## config.mk

```make
export PLATFORM = sky130hd
export DESIGN_NAME = tlb_page_table_translator
export DESIGN_NICKNAME = d
export VERILOG_FILES = /design/src/rtl/tpt_pkg.sv /design/src/rtl/tpt_ptab.sv /design/src/rtl/tpt_cell.sv /design/src/rtl/tlb_page_table_translator.sv
export SDC_FILE = /design/constraint.sdc
export NUM_CORES = 2
export LEC_CHECK = 0
export BUFFER_PORTS_ARGS = -buffer_cell sky130_fd_sc_hd__buf_4
export CORE_AREA = 2 2 815 411
export DETAILED_ROUTE_END_ITERATION = 10
export DIE_AREA = 0 0 817 413
export PLACE_DENSITY = 0.58
export SYNTH_ARGS = -nofsm -noshare
export SYNTH_HDL_FRONTEND = slang
export SYNTH_SLANG_ARGS = --single-unit
```

## constraint.sdc

```tcl
create_clock -name clk -period 14.6 [get_ports clk]
set_clock_uncertainty 0.1 [all_clocks]
set_input_delay 0.73 -clock clk [delete_from_list [all_inputs] [get_ports clk]]
set_output_delay 0.73 -clock clk [all_outputs]
set_load 0.01 [all_outputs]
```

## src/rtl/tpt_pkg.sv

```systemverilog
// Shared types, constants and helpers for the TLB page table translator.
// Used by tpt_ptab, tpt_cell and tlb_page_table_translator; depends on nothing.
`default_nettype none

package tpt_pkg;

	localparam int TLB_ENTRIES_DEF = 16;
	localparam int PAGE_COUNT_DEF  = 256;
	localparam int OFFSET_BITS_DEF = 8;

	localparam int VA_W = 16;
	localparam int PA_W = 16;

	localparam int AGE_W = 16;
	localparam logic [AGE_W-1:0] AGE_RESET = 16'd10000;
	localparam logic [AGE_W-1:0] AGE_MAX   = 16'hFFFF;

	localparam logic POLICY_FIFO = 1'b0;
	localparam logic POLICY_LRU  = 1'b1;

	typedef enum logic [1:0] {
		ST_IDLE,
		ST_LOOK,
		ST_SEARCH
	} state_t;

	typedef struct packed {
		logic touch;
		logic load;
		logic zero_age;
		logic age_rest;
	} cell_cmd_t;

	function automatic logic [AGE_W-1:0] age_up(input logic [AGE_W-1:0] a);
		age_up = (a == AGE_MAX) ? a : a + 1'b1;
	endfunction

endpackage

`default_nettype wire

```

## src/rtl/tpt_ptab.sv

```systemverilog
// Page table memory: one {present, frame} word per page, registered read.
// Sweeps every word to not-present after reset; uses tpt_pkg defaults.
`default_nettype none

module tpt_ptab #(
	parameter int PAGE_COUNT = tpt_pkg::PAGE_COUNT_DEF
) (
	input  wire logic                           clk,
	input  wire logic                           arst_n,
	input  wire logic                           rd_en,
	input  wire logic [$clog2(PAGE_COUNT)-1:0]  rd_addr,
	output logic      [$clog2(PAGE_COUNT):0]    rd_data,
	input  wire logic                           wr_en,
	input  wire logic [$clog2(PAGE_COUNT)-1:0]  wr_addr,
	input  wire logic [$clog2(PAGE_COUNT):0]    wr_data,
	output logic                                ready
);

	localparam int PAGE_BITS = $clog2(PAGE_COUNT);

	logic [PAGE_BITS:0]   mem [PAGE_COUNT];
	logic [PAGE_BITS:0]   rd_data_q;
	logic                 clr_active_q;
	logic [PAGE_BITS-1:0] clr_addr_q;
	logic                 we;
	logic [PAGE_BITS-1:0] waddr;
	logic [PAGE_BITS:0]   wdata;

	always_comb begin
		if (clr_active_q) begin
			we    = 1'b1;
			waddr = clr_addr_q;
			wdata = '0;
		end else begin
			we    = wr_en;
			waddr = wr_addr;
			wdata = wr_data;
		end
	end

	always_ff @(posedge clk or negedge arst_n) begin
		if (!arst_n) begin
			clr_active_q <= 1'b1;
			clr_addr_q   <= '0;
		end else if (clr_active_q) begin
			clr_addr_q <= clr_addr_q + 1'b1;
			if (clr_addr_q == PAGE_BITS'(PAGE_COUNT - 1))
				clr_active_q <= 1'b0;
		end
	end

	always_ff @(posedge clk) begin
		if (we)
			mem[waddr] <= wdata;
		if (rd_en)
			rd_data_q <= mem[rd_addr];
	end

	assign rd_data = rd_data_q;
	assign ready   = !clr_active_q;

endmodule

`default_nettype wire

```

## src/rtl/tpt_cell.sv

```systemverilog
// One TLB entry: tag, frame, valid and age, plus one stage of the oldest-entry search chain.
// Uses tpt_pkg for the command struct, age width and age helper.
`default_nettype none

module tpt_cell #(
	parameter int PAGE_BITS = $clog2(tpt_pkg::PAGE_COUNT_DEF),
	parameter int IDX_W     = $clog2(tpt_pkg::TLB_ENTRIES_DEF),
	parameter int CELL_IDX  = 0
) (
	input  wire logic                         clk,
	input  wire logic                         arst_n,
	input  wire tpt_pkg::cell_cmd_t           cmd,
	input  wire logic [IDX_W-1:0]             load_idx,
	input  wire logic [PAGE_BITS-1:0]         lookup_page,
	input  wire logic [PAGE_BITS-1:0]         load_frame,
	output logic                              match,
	output logic      [PAGE_BITS-1:0]         frame,
	input  wire logic                         srch_vld_i,
	input  wire logic [tpt_pkg::AGE_W-1:0]    srch_age_i,
	input  wire logic [IDX_W-1:0]             srch_idx_i,
	output logic                              srch_vld_o,
	output logic      [tpt_pkg::AGE_W-1:0]    srch_age_o,
	output logic      [IDX_W-1:0]             srch_idx_o
);

	logic [PAGE_BITS-1:0]      tag_q;
	logic [PAGE_BITS-1:0]      frame_q;
	logic                      valid_q;
	logic [tpt_pkg::AGE_W-1:0] age_q;
	logic [tpt_pkg::AGE_W-1:0] age_d;
	logic                      srch_vld_q;
	logic [tpt_pkg::AGE_W-1:0] srch_age_q;
	logic [IDX_W-1:0]          srch_idx_q;
	logic                      sel;

	assign sel   = (load_idx == IDX_W'(CELL_IDX));
	assign match = valid_q && (tag_q == lookup_page);
	assign frame = frame_q;

	always_comb begin
		age_d = age_q;
		if (cmd.touch)
			age_d = match ? '0 : tpt_pkg::age_up(age_q);
		if (cmd.age_rest && !sel)
			age_d = tpt_pkg::age_up(age_q);
		if (cmd.load && cmd.zero_age && sel)
			age_d = '0;
	end

	always_ff @(posedge clk or negedge arst_n) begin
		if (!arst_n) begin
			valid_q    <= 1'b0;
			age_q      <= tpt_pkg::AGE_RESET;
			srch_vld_q <= 1'b0;
		end else begin
			age_q      <= age_d;
			srch_vld_q <= srch_vld_i;
			if (cmd.load && sel)
				valid_q <= 1'b1;
		end
	end

	always_ff @(posedge clk) begin
		if (cmd.load && sel) begin
			tag_q   <= lookup_page;
			frame_q <= load_frame;
		end
		if (age_q > srch_age_i) begin
			srch_age_q <= age_q;
			srch_idx_q <= IDX_W'(CELL_IDX);
		end else begin
			srch_age_q <= srch_age_i;
			srch_idx_q <= srch_idx_i;
		end
	end

	assign srch_vld_o = srch_vld_q;
	assign srch_age_o = srch_age_q;
	assign srch_idx_o = srch_idx_q;

endmodule

`default_nettype wire

```

## src/rtl/tlb_page_table_translator.sv

```systemverilog
// Virtual to physical translation: a row of TLB cells in front of a page table memory.
// The result strobe is registered from the lookup state that follows the start beat; the
// receiver cannot stall. Hits, and faults and misses in FIFO mode, go from lookup back to
// idle; faults and misses in LRU mode first wait on the age search chain, which runs one
// cell per cycle. A new address is taken only in idle. After reset busy stays high while
// the page table is swept to not-present. Uses tpt_pkg, tpt_ptab and tpt_cell.
`default_nettype none

module tlb_page_table_translator #(
	parameter int TLB_ENTRIES = tpt_pkg::TLB_ENTRIES_DEF,
	parameter int PAGE_COUNT  = tpt_pkg::PAGE_COUNT_DEF,
	parameter int OFFSET_BITS = tpt_pkg::OFFSET_BITS_DEF
) (
	input  wire logic                       clk,
	input  wire logic                       arst_n,
	input  wire logic                       start,
	output logic                            busy,
	input  wire logic [tpt_pkg::VA_W-1:0]   virtual_address,
	output logic                            done,
	output logic      [tpt_pkg::PA_W-1:0]   physical_address,
	output logic                            tlb_hit,
	output logic                            page_fault,
	input  wire logic                       cfg_valid,
	output logic                            cfg_ready,
	input  wire logic                       cfg_data
);

	localparam int PAGE_BITS = $clog2(PAGE_COUNT);
	localparam int IDX_W     = $clog2(TLB_ENTRIES);
	localparam int PA_FULL_W = PAGE_BITS + OFFSET_BITS;

	tpt_pkg::state_t    state_q, state_d;
	tpt_pkg::cell_cmd_t cmd;

	logic                      policy_q;
	logic [PAGE_BITS-1:0]      page_q;
	logic [OFFSET_BITS-1:0]    offset_q;
	logic [PAGE_BITS-1:0]      frame_q;
	logic                      lru_fault_q;
	logic                      launch_q;
	logic [IDX_W-1:0]          fifo_ptr_q;
	logic [PAGE_BITS:0]        nff_q;
	logic                      done_q;
	logic [tpt_pkg::PA_W-1:0]  pa_q;
	logic                      hit_q;
	logic                      fault_q;

	logic                      accept;
	logic [tpt_pkg::VA_W-1:0]  va_shift;
	logic [PAGE_BITS-1:0]      in_page;
	logic                      pt_ready;
	logic [PAGE_BITS:0]        pt_rd_data;
	logic                      pt_we;
	logic                      present;
	logic                      any_match;
	logic                      hit;
	logic [PAGE_BITS-1:0]      tlb_frame;
	logic [PAGE_BITS-1:0]      frame_now;
	logic [PAGE_BITS-1:0]      load_frame;
	logic [IDX_W-1:0]          load_idx;
	logic                      look_done;
	logic                      launch_d;
	logic                      fifo_adv;
	logic [PA_FULL_W-1:0]      pa_full;

	logic                      match_w [TLB_ENTRIES];
	logic [PAGE_BITS-1:0]      frame_w [TLB_ENTRIES];
	logic                      srch_vld [TLB_ENTRIES+1];
	logic [tpt_pkg::AGE_W-1:0] srch_age [TLB_ENTRIES+1];
	logic [IDX_W-1:0]          srch_idx [TLB_ENTRIES+1];

	assign busy      = (state_q != tpt_pkg::ST_IDLE) || !pt_ready;
	assign accept    = start && !busy;
	assign va_shift  = virtual_address >> OFFSET_BITS;
	assign in_page   = va_shift[PAGE_BITS-1:0];
	assign cfg_ready = 1'b1;

	tpt_ptab #(
		.PAGE_COUNT(PAGE_COUNT)
	) u_ptab (
		.clk     (clk),
		.arst_n  (arst_n),
		.rd_en   (accept),
		.rd_addr (in_page),
		.rd_data (pt_rd_data),
		.wr_en   (pt_we),
		.wr_addr (page_q),
		.wr_data ({1'b1, frame_now}),
		.ready   (pt_ready)
	);

	assign srch_vld[0] = launch_q;
	assign srch_age[0] = '0;
	assign srch_idx[0] = '0;

	for (genvar i = 0; i < TLB_ENTRIES; i++) begin : g_cell
		tpt_cell #(
			.PAGE_BITS (PAGE_BITS),
			.IDX_W     (IDX_W),
			.CELL_IDX  (i)
		) u_cell (
			.clk         (clk),
			.arst_n      (arst_n),
			.cmd         (cmd),
			.load_idx    (load_idx),
			.lookup_page (page_q),
			.load_frame  (load_frame),
			.match       (match_w[i]),
			.frame       (frame_w[i]),
			.srch_vld_i  (srch_vld[i]),
			.srch_age_i  (srch_age[i]),
			.srch_idx_i  (srch_idx[i]),
			.srch_vld_o  (srch_vld[i+1]),
			.srch_age_o  (srch_age[i+1]),
			.srch_idx_o  (srch_idx[i+1])
		);
	end

	always_comb begin
		any_match = 1'b0;
		tlb_frame = '0;
		for (int k = 0; k < TLB_ENTRIES; k++) begin
			any_match = any_match | match_w[k];
			tlb_frame = tlb_frame | (match_w[k] ? frame_w[k] : '0);
		end
	end

	assign present = pt_rd_data[PAGE_BITS];
	assign hit     = present && any_match;

	always_comb begin
		if (!present)
			frame_now = nff_q[PAGE_BITS-1:0];
		else if (hit)
			frame_now = tlb_frame;
		else
			frame_now = pt_rd_data[PAGE_BITS-1:0];
	end

	assign pa_full = {frame_now, offset_q};

	always_comb begin
		state_d    = state_q;
		cmd        = '0;
		load_idx   = fifo_ptr_q;
		load_frame = frame_now;
		pt_we      = 1'b0;
		look_done  = 1'b0;
		launch_d   = 1'b0;
		fifo_adv   = 1'b0;
		unique case (state_q)
			tpt_pkg::ST_IDLE: begin
				if (accept)
					state_d = tpt_pkg::ST_LOOK;
			end
			tpt_pkg::ST_LOOK: begin
				look_done = 1'b1;
				cmd.touch = present;
				pt_we     = !present;
				state_d   = tpt_pkg::ST_IDLE;
				if (!hit) begin
					if (policy_q == tpt_pkg::POLICY_FIFO) begin
						cmd.load = 1'b1;
						fifo_adv = 1'b1;
					end else begin
						launch_d = 1'b1;
						state_d  = tpt_pkg::ST_SEARCH;
					end
				end
			end
			tpt_pkg::ST_SEARCH: begin
				load_idx   = srch_idx[TLB_ENTRIES];
				load_frame = frame_q;
				if (srch_vld[TLB_ENTRIES]) begin
					cmd.load     = 1'b1;
					cmd.zero_age = 1'b1;
					cmd.age_rest = lru_fault_q;
					state_d      = tpt_pkg::ST_IDLE;
				end
			end
			default: state_d = tpt_pkg::ST_IDLE;
		endcase
	end

	always_ff @(posedge clk or negedge arst_n) begin
		if (!arst_n)
			state_q <= tpt_pkg::ST_IDLE;
		else
			state_q <= state_d;
	end

	always_ff @(posedge clk or negedge arst_n) begin
		if (!arst_n) begin
			policy_q   <= tpt_pkg::POLICY_FIFO;
			fifo_ptr_q <= '0;
			nff_q      <= '0;
			launch_q   <= 1'b0;
			done_q     <= 1'b0;
		end else begin
			launch_q <= launch_d;
			done_q   <= look_done;
			if (cfg_valid && cfg_ready)
				policy_q <= cfg_data;
			if (fifo_adv)
				fifo_ptr_q <= (fifo_ptr_q == IDX_W'(TLB_ENTRIES - 1)) ? '0 : fifo_ptr_q + 1'b1;
			if (pt_we && (nff_q < (PAGE_BITS+1)'(PAGE_COUNT)))
				nff_q <= nff_q + 1'b1;
		end
	end

	always_ff @(posedge clk) begin
		if (accept) begin
			page_q   <= in_page;
			offset_q <= virtual_address[OFFSET_BITS-1:0];
		end
		if (look_done) begin
			frame_q     <= frame_now;
			lru_fault_q <= !present;
			pa_q        <= tpt_pkg::PA_W'(pa_full);
			hit_q       <= hit;
			fault_q     <= !present;
		end
	end

	assign done             = done_q;
	assign physical_address = pa_q;
	assign tlb_hit          = hit_q;
	assign page_fault       = fault_q;

`ifndef NO_ASSERTIONS
	a_done_after_look: assert property (@(posedge clk) disable iff (!arst_n)
		done_q |-> $past(state_q == tpt_pkg::ST_LOOK))
		else $error("result beat without a lookup cycle");

	a_fault_no_match: assert property (@(posedge clk) disable iff (!arst_n)
		((state_q == tpt_pkg::ST_LOOK) && !present) |-> !any_match)
		else $error("absent page held in the TLB");

	a_hit_not_fault: assert property (@(posedge clk) disable iff (!arst_n)
		done_q |-> !(hit_q && fault_q))
		else $error("result marked both hit and fault");

	a_nff_bound: assert property (@(posedge clk) disable iff (!arst_n)
		nff_q <= (PAGE_BITS+1)'(PAGE_COUNT))
		else $error("free frame counter past page count");

	a_fifo_ptr_bound: assert property (@(posedge clk) disable iff (!arst_n)
		fifo_ptr_q <= IDX_W'(TLB_ENTRIES - 1))
		else $error("fifo pointer past last entry");

	a_search_exits: assert property (@(posedge clk) disable iff (!arst_n)
		srch_vld[TLB_ENTRIES] |-> (state_q == tpt_pkg::ST_SEARCH) ##1 (state_q == tpt_pkg::ST_IDLE))
		else $error("search result arrived outside the search state");
`endif

endmodule

`default_nettype wire
```

# Yosys cells after proc, flatten, opt, wreduce, memory -nomap -nowiden
# Memory sizes are Yosys's and may differ from the RTL's. A register that Yosys moved wholly into a read port is not among the register bits.
# Cells that the tools add are included.
[totals] romBits=0 memories=1 mem_bits_rw=2304 latchBits=0 register_bits=902
[memory_table] name="u_ptab.mem" words=256 width=9 rd=1 rd_ports_with_merged_regs=1 wr=1 line="tpt_ptab.sv:21" source="logic [PAGE_BITS:0] mem [PAGE_COUNT];"
[op_classes] div_mod_pow=0 shift=0 n_mux=140 multipliers=0 n_reduce_logical=107 bitwise=30 n_addsub=19 n_eq_ne=53 n_lt_le_gt_ge=17
[ops] operator="$mux W16" n=94
[ops] operator="$add A16 B1 Y16 const B" n=16
[ops] operator="$eq A16 B16 Y1 const B" n=16
[ops] operator="$gt A16 B16 Y1" n=15
[ops] operator="$mux W8" n=20
[ops] operator="$eq A8 B8 Y1" n=16
[ops] operator="$or A8 B8 Y8" n=15
[ops] operator="$logic_and A1 B1 Y1" n=68
[ops] operator="$reduce_bool A3 Y1" n=16
[ops] operator="$eq A4 B4 Y1 const B" n=9
[ops] operator="$logic_not A1 Y1" n=18
[ops] operator="$eq A4 B3 Y1 const B" n=4
[ops] operator="$gt A16 B1 Y1 const B" n=1
[ops] operator="$mux W1" n=15
[ops] operator="$or A1 B1 Y1" n=15
[ops] operator="$mux W2" n=5
[ops] operator="$add A9 B1 Y9 const B" n=1
[ops] operator="$lt A9 B9 Y1 const B" n=1
[ops] operator="$mux W9" n=1
[ops] operator="$add A8 B1 Y8 const B" n=1
[ops] operator="$eq A4 B2 Y1 const B" n=2
[ops] operator="$eq A8 B8 Y1 const B" n=1
[ops] operator="$mux W4" n=2
[ops] operator="$pmux W2 S3" n=1
[ops] operator="13 further kinds" n=13

# Depth between registers and ports, before layout
[logic_depth] depth_word=23 ltp_mapped=15 ltp_nobuf=11

# Cells and area by module
# Synthesis repeated with hierarchy kept, for this count alone.
[hier_totals] hier_cells=8343 hier_area_um2=136080.5
[modules_own_cells] module="tpt_ptab" cells_each=4194 n_inst=1 area_each_um2=90154.0
[modules_own_cells] module="tpt_cell at g_cell[10].u_cell ..." cells_each=244 n_inst=4 area_each_um2=2687.6
[modules_own_cells] module="tpt_cell at g_cell[11].u_cell ..." cells_each=243 n_inst=4 area_each_um2=2683.8
[modules_own_cells] module="tpt_cell at g_cell[1].u_cell ..." cells_each=245 n_inst=4 area_each_um2=2681.3
[modules_own_cells] module="tlb_page_table_translator" cells_each=262 n_inst=1 area_each_um2=3042.9
[modules_own_cells] module="tpt_cell at g_cell[15].u_cell" cells_each=244 n_inst=1 area_each_um2=2678.8
[modules_own_cells] module="tpt_cell at g_cell[12].u_cell" cells_each=242 n_inst=1 area_each_um2=2676.3
[modules_own_cells] module="tpt_cell at g_cell[0].u_cell" cells_each=242 n_inst=1 area_each_um2=2671.3
[modules_own_cells] module="tpt_cell at g_cell[9].u_cell" cells_each=231 n_inst=1 area_each_um2=2646.3

# Worst setup path after synthesis
# No wires, ideal clock.
[synth_path] path_type="reg-to-reg" from="reg page_q[6]" to="mem u_ptab.mem[0][3] in the netlist's numbering, data pin" required_time_ps=13107 stages_incl_launch_ff=12 t_arrival_ps=8288 setup_slack_ps=4819 n_path_buf=3 setup_ps=1393 path_cell_list="edfxtp_1 -> buf_4 -> buf_2 -> xnor2_1 -> nand3_1 -> nor3_1 -> clkbuf_1 -> a22o_1 -> a221oi_1 -> and4_1 -> a31o_2 -> nor2_1"
[synth_via] elab_chain_len=21 word_cells_on_any_way=82 classes_between="eq/ne (16); mux (19); bitwise (30); reduce/logical (17)"
[synth_rtl] element="start: declaration" line="tlb_page_table_translator.sv:36" source="logic [PAGE_BITS-1:0] page_q;"
[synth_rtl] element="start signal: assignment" line="tlb_page_table_translator.sv:213" source="page_q <= in_page;"
[synth_rtl] element="$eq A8 B8 Y1" line="tpt_cell.sv:37" source="assign match = valid_q && (tag_q == lookup_page);"
[synth_rtl] element="$logic_and A1 B1 Y1" line="tpt_cell.sv:37"
[synth_rtl] element="$mux W8 / $or A1 B1 Y1 (equally long branches)" line="tlb_page_table_translator.sv:124, tlb_page_table_translator.sv:123"
[synth_rtl] element="$or A8 B8 Y8 / $or A1 B1 Y1 (equally long branches) (14 in series)" line="tlb_page_table_translator.sv:124, tlb_page_table_translator.sv:123"
[synth_rtl] element="$or A8 B8 Y8 / $logic_and A1 B1 Y1 (equally long branches)" line="tlb_page_table_translator.sv:124, tlb_page_table_translator.sv:129"
[synth_rtl] element="$mux W8 *" line="tlb_page_table_translator.sv:134" source="else if (hit)"
[synth_rtl] element="$mux W8 *" line="tlb_page_table_translator.sv:132" source="if (!present)"
[synth_rtl] element="$mux W9 *" line="tpt_ptab.sv:30" source="if (clr_active_q) begin"
[synth_rtl] element="net u_ptab.wdata[3]" line="tpt_ptab.sv:27" source="logic [PAGE_BITS:0] wdata;"
[synth_rtl] element="end: declaration" line="tpt_ptab.sv:21"
# Mark *: on every way through the listed nets, which the timed path passes. The rest lies on a longest branch.

# Worst setup path after layout
[layout_path] from="reg page_q[3]" to="mem u_ptab.mem[65][7] in the netlist's numbering, data pin"
# Same word-level chain as after synthesis.

==> results.json <==
{
  "synth-edff-count": 2603,
  "drtIter0Drc": 9306,
  "powerDensity_nw_per_um2": 159,
  "synth-main-ff-cell": "edfxtp_1",
  "critPathCaptureType": "register",
  "syn_area_um2": 132000,
  "viasPerCell": 5.74,
  "area_delta_synth_final_pct": 12.1,
  "clk_pin_slew_worst_paths_ns": 0.07,
  "fp.dieW_um": 817,
  "postCtsHoldBufs": 12,
  "worst-setup-path-type": "reg -> reg",
  "route.detailed.drc": 0,
  "arrival_ns": 5.79,
  "grt_pass1_wl_um": 496000,
  "post_cts_resized": 0,
  "cap_violations": 0,
  "ios": 42,
  "period_share": 0.368,
  "tns_ns": 0,
  "ys_async_sr_fraction": 0.0982,
  "grt_pass1_vias": 68800,
  "tightest_slew_ns": 1.49,
  "fin_area_um2": 148000,
  "dpl.hpwl_um": 223000,
  "synthesis.instances": 7613,
  "synth-seq-area-share": 0.698,
  "clkLatencyLatePin_ns": 0.89,
  "placeableCoreArea_um2": 331000,
  "dpl-instance-area_um2": 138000,
  "grt.overflow.total": 0,
  "antenna_found_initial": 29,
  "grt_max_degree": 257,
  "leakagePower_nw": 50.0,
  "yosysWarnings": 0,
  "relSlewSlack": 0.00341,
  "synthDistinctLibCells": 91,
  "htreeDepth": 5,
  "drt.antenna.violating_nets": 0,
  "clockBufferDepth": 4,
  "die-height_um": 413,
  "period_needed_ns": 5.37,
  "routedWlPerCell_um": 27.7,
  "status": "finished clean",
  "report.final.hold_viol_count": 0,
  "ys_ff_latch": 3207,
  "dieArea_um2": 337000,
  "cts_setup_buffers": 0,
  "ir_drop_mv": 0.160,
  "cts_root_buffer": "clkbuf_16",
  "start_kind": "register",
  "start_util": 0.398,
  "layout-drive-gt1-share": 0.230,
  "first_pass_iters": 6,
  "cts_buffers": 290,
  "rsz0062_at_grt": "false",
  "synth_fp_nets": 7897,
  "place.gp.congestion": 0.860,
  "portBuffers": 40,
  "grt_use_total": 0.201,
  "cts_tree": "built",
  "avgSynthCellArea_um2": 17.3,
  "final_nets": 8128,
  "rows": 150,
  "max_freq_mhz": 186,
  "worstHoldPathType": "in -> reg",
  "clock-sinks": 3207,
  "final_max_slew_viol_count": 0,
  "cp_max_fo": 112,
  "vias": 71700,
  "setup_viol": 0,
  "required_ns": 15.01,
  "wirelength_um": 346000
}
-- metal layers --
layer / vias up / wire length (um) / track usage / share of wire
met2: 3423 / 131000 / 0.250 / 0.38
met3: 407 / 43500 / 0.0754 / 0.13
met4: 10 / 5490 / 0.0341 / 0.016
li1: 30500 / - / - / -
met1: 37400 / 166000 / 0.329 / 0.48
met5: - / 69 / 0 / 0.00020
-- layout make-up --
| type | instances | area [um^2] |
|---|---|---|
| fillers | 28400 | 184000 |
| flip-flops and latches | 3207 | 91900 |
| multi-input cells | 3774 | 37500 |
| clock buffers | 364 | 7880 |
| well taps | 4408 | 5520 |
| repair buffers | 284 | 2300 |
| clock inverters | 144 | 1410 |
| inverters | 287 | 1080 |
| diodes | 15 | 37.5 |
-- worst max-delay path, stage by stage (launching register included) --
cell and delay, ns:
edfxtp_1 0.33, buf_4 0.49, xor2_1 0.23, nor3_1 0.06, and4_1 0.40, nor4_1 0.46
and4_1 0.49, and2_1 0.21, o41ai_2 0.13, nor2_4 0.92, buf_4 0.96
-- cells in the final DEF (no fill, tap or decap), drive strengths merged, types with 69 or more instances in the layout --
cell type	Yosys	final
xnor2	157	157
ha	263	263
mux2i	97	97
clkbuf	199	364
xor2	69	69
edfxtp	2603	2603
dfstp	81	81
mux4	720	720
nand3	152	152
dfrtp	234	234
inv	286	294
nand2	246	246
o21ai	212	212
a22oi	69	69
nor3	79	79
nand4	146	146
buf	146	272
a21oi	152	152
mux2	223	223
clkinv	1	100
dfxtp	289	289
nor2	541	541
-- state kept, by name, summed over array words and instances (netlist names) --
register	cells
page_q	8
nff_q	9
fifo_ptr_q	4
g_cell.u_cell.tag_q	128
g_cell.u_cell.valid_q	16
g_cell.u_cell.srch_age_o	240
launch_q	1
done	1
g_cell.u_cell.frame	128
u_ptab.mem	2304
u_ptab.clr_addr_q	8
page_fault	1
g_cell.u_cell.srch_vld_o	16
offset_q	8
state_q	2
u_ptab.rd_data	9
u_ptab.clr_active_q	1
policy_q	1
tlb_hit	1
g_cell.u_cell.age_q	256
g_cell.u_cell.srch_idx_o	49
physical_address	8
frame_q	8
-- per-stage QoR --
step,hold slack [ns],setup WS (ns),util,std cells,total power [mW]
floorplan,0.231,4.82,-,7613,14.4
global placement,0.232,8.73,0.417,11900,15.7
detailed placement,0.235,8.75,0.417,11900,15.8
CTS,0.00111,9.28,0.445,12500,23.5
global route,0.0193,8.86,0.445,12500,24.3
finish,0.0785,9.23,0.446,12500,23.5
-- final timing paths --
check | from | end | slack [ns] | cells after the start
setup / recovery | page_q[3] | u_ptab.mem[65][7] | 9.23 | 10
hold / removal | virtual_address[15] | page_q[7] | 0.08 | 1
setup reg to reg | page_q[3] | u_ptab.mem[65][7] | 9.23 | 10
hold reg to reg | g_cell[6].u_cell.srch_vld_o | g_cell[7].u_cell.srch_vld_o | 0.25 | 0
max in group asynchronous | arst_n | g_cell[3].u_cell.age_q[5] | 11.00 | 5
min in group asynchronous | arst_n | g_cell[12].u_cell.age_q[0] | 0.38 | 2
-- cells by family after synthesis --
family,Yosys count,synth area share
AO/OA/AOI/OAI,759,0.0379
XOR/XNOR,226,0.0150
adder cells (fa/ha/maj),263,0.0250
buffers and inverters,632,0.0195
flip-flops,3207,0.698
multiplexers,1040,0.150
other,1,0.0000285
AND/OR/NAND/NOR,1485,0.0554
-- power by group --
group | total, mW | internal (mW) | switching, mW
sequential | 11.4 | 11.0 | 0.370
clock | 7.73 | 4.30 | 3.43
combinational | 4.35 | 1.49 | 2.86
-- Yosys cell counts (41+ instances only) --
| library cell | n | share of area |
|---|---|---|
| xnor2_1 | 157 | 0.010 |
| ha_1 | 263 | 0.025 |
| mux4_2 | 720 | 0.12 |
| clkbuf_1 | 199 | 0.0057 |
| xor2_1 | 69 | 0.0046 |
| nor2_1 | 539 | 0.015 |
| mux2i_1 | 97 | 0.0074 |
| nand2_1 | 246 | 0.0070 |
| a31oi_1 | 52 | 0.0025 |
| a21o_1 | 49 | 0.0028 |
| mux2_2 | 223 | 0.019 |
| a22oi_1 | 69 | 0.0039 |
| o21ai_0 | 208 | 0.0079 |
| a21oi_1 | 150 | 0.0057 |
| and3_1 | 59 | 0.0028 |
| dfstp_2 | 81 | 0.016 |
| dfrtp_1 | 234 | 0.044 |
| buf_1 | 46 | 0.0013 |
| nor2b_1 | 41 | 0.0019 |
| inv_1 | 286 | 0.0081 |
| buf_2 | 79 | 0.0030 |
| edfxtp_1 | 2603 | 0.59 |
| nand3_1 | 151 | 0.0057 |
| or2_2 | 41 | 0.0019 |
| nor3_1 | 72 | 0.0027 |
| dfxtp_1 | 289 | 0.044 |
| nand4_1 | 146 | 0.0069 |
(Power assumes the default switching activity.)
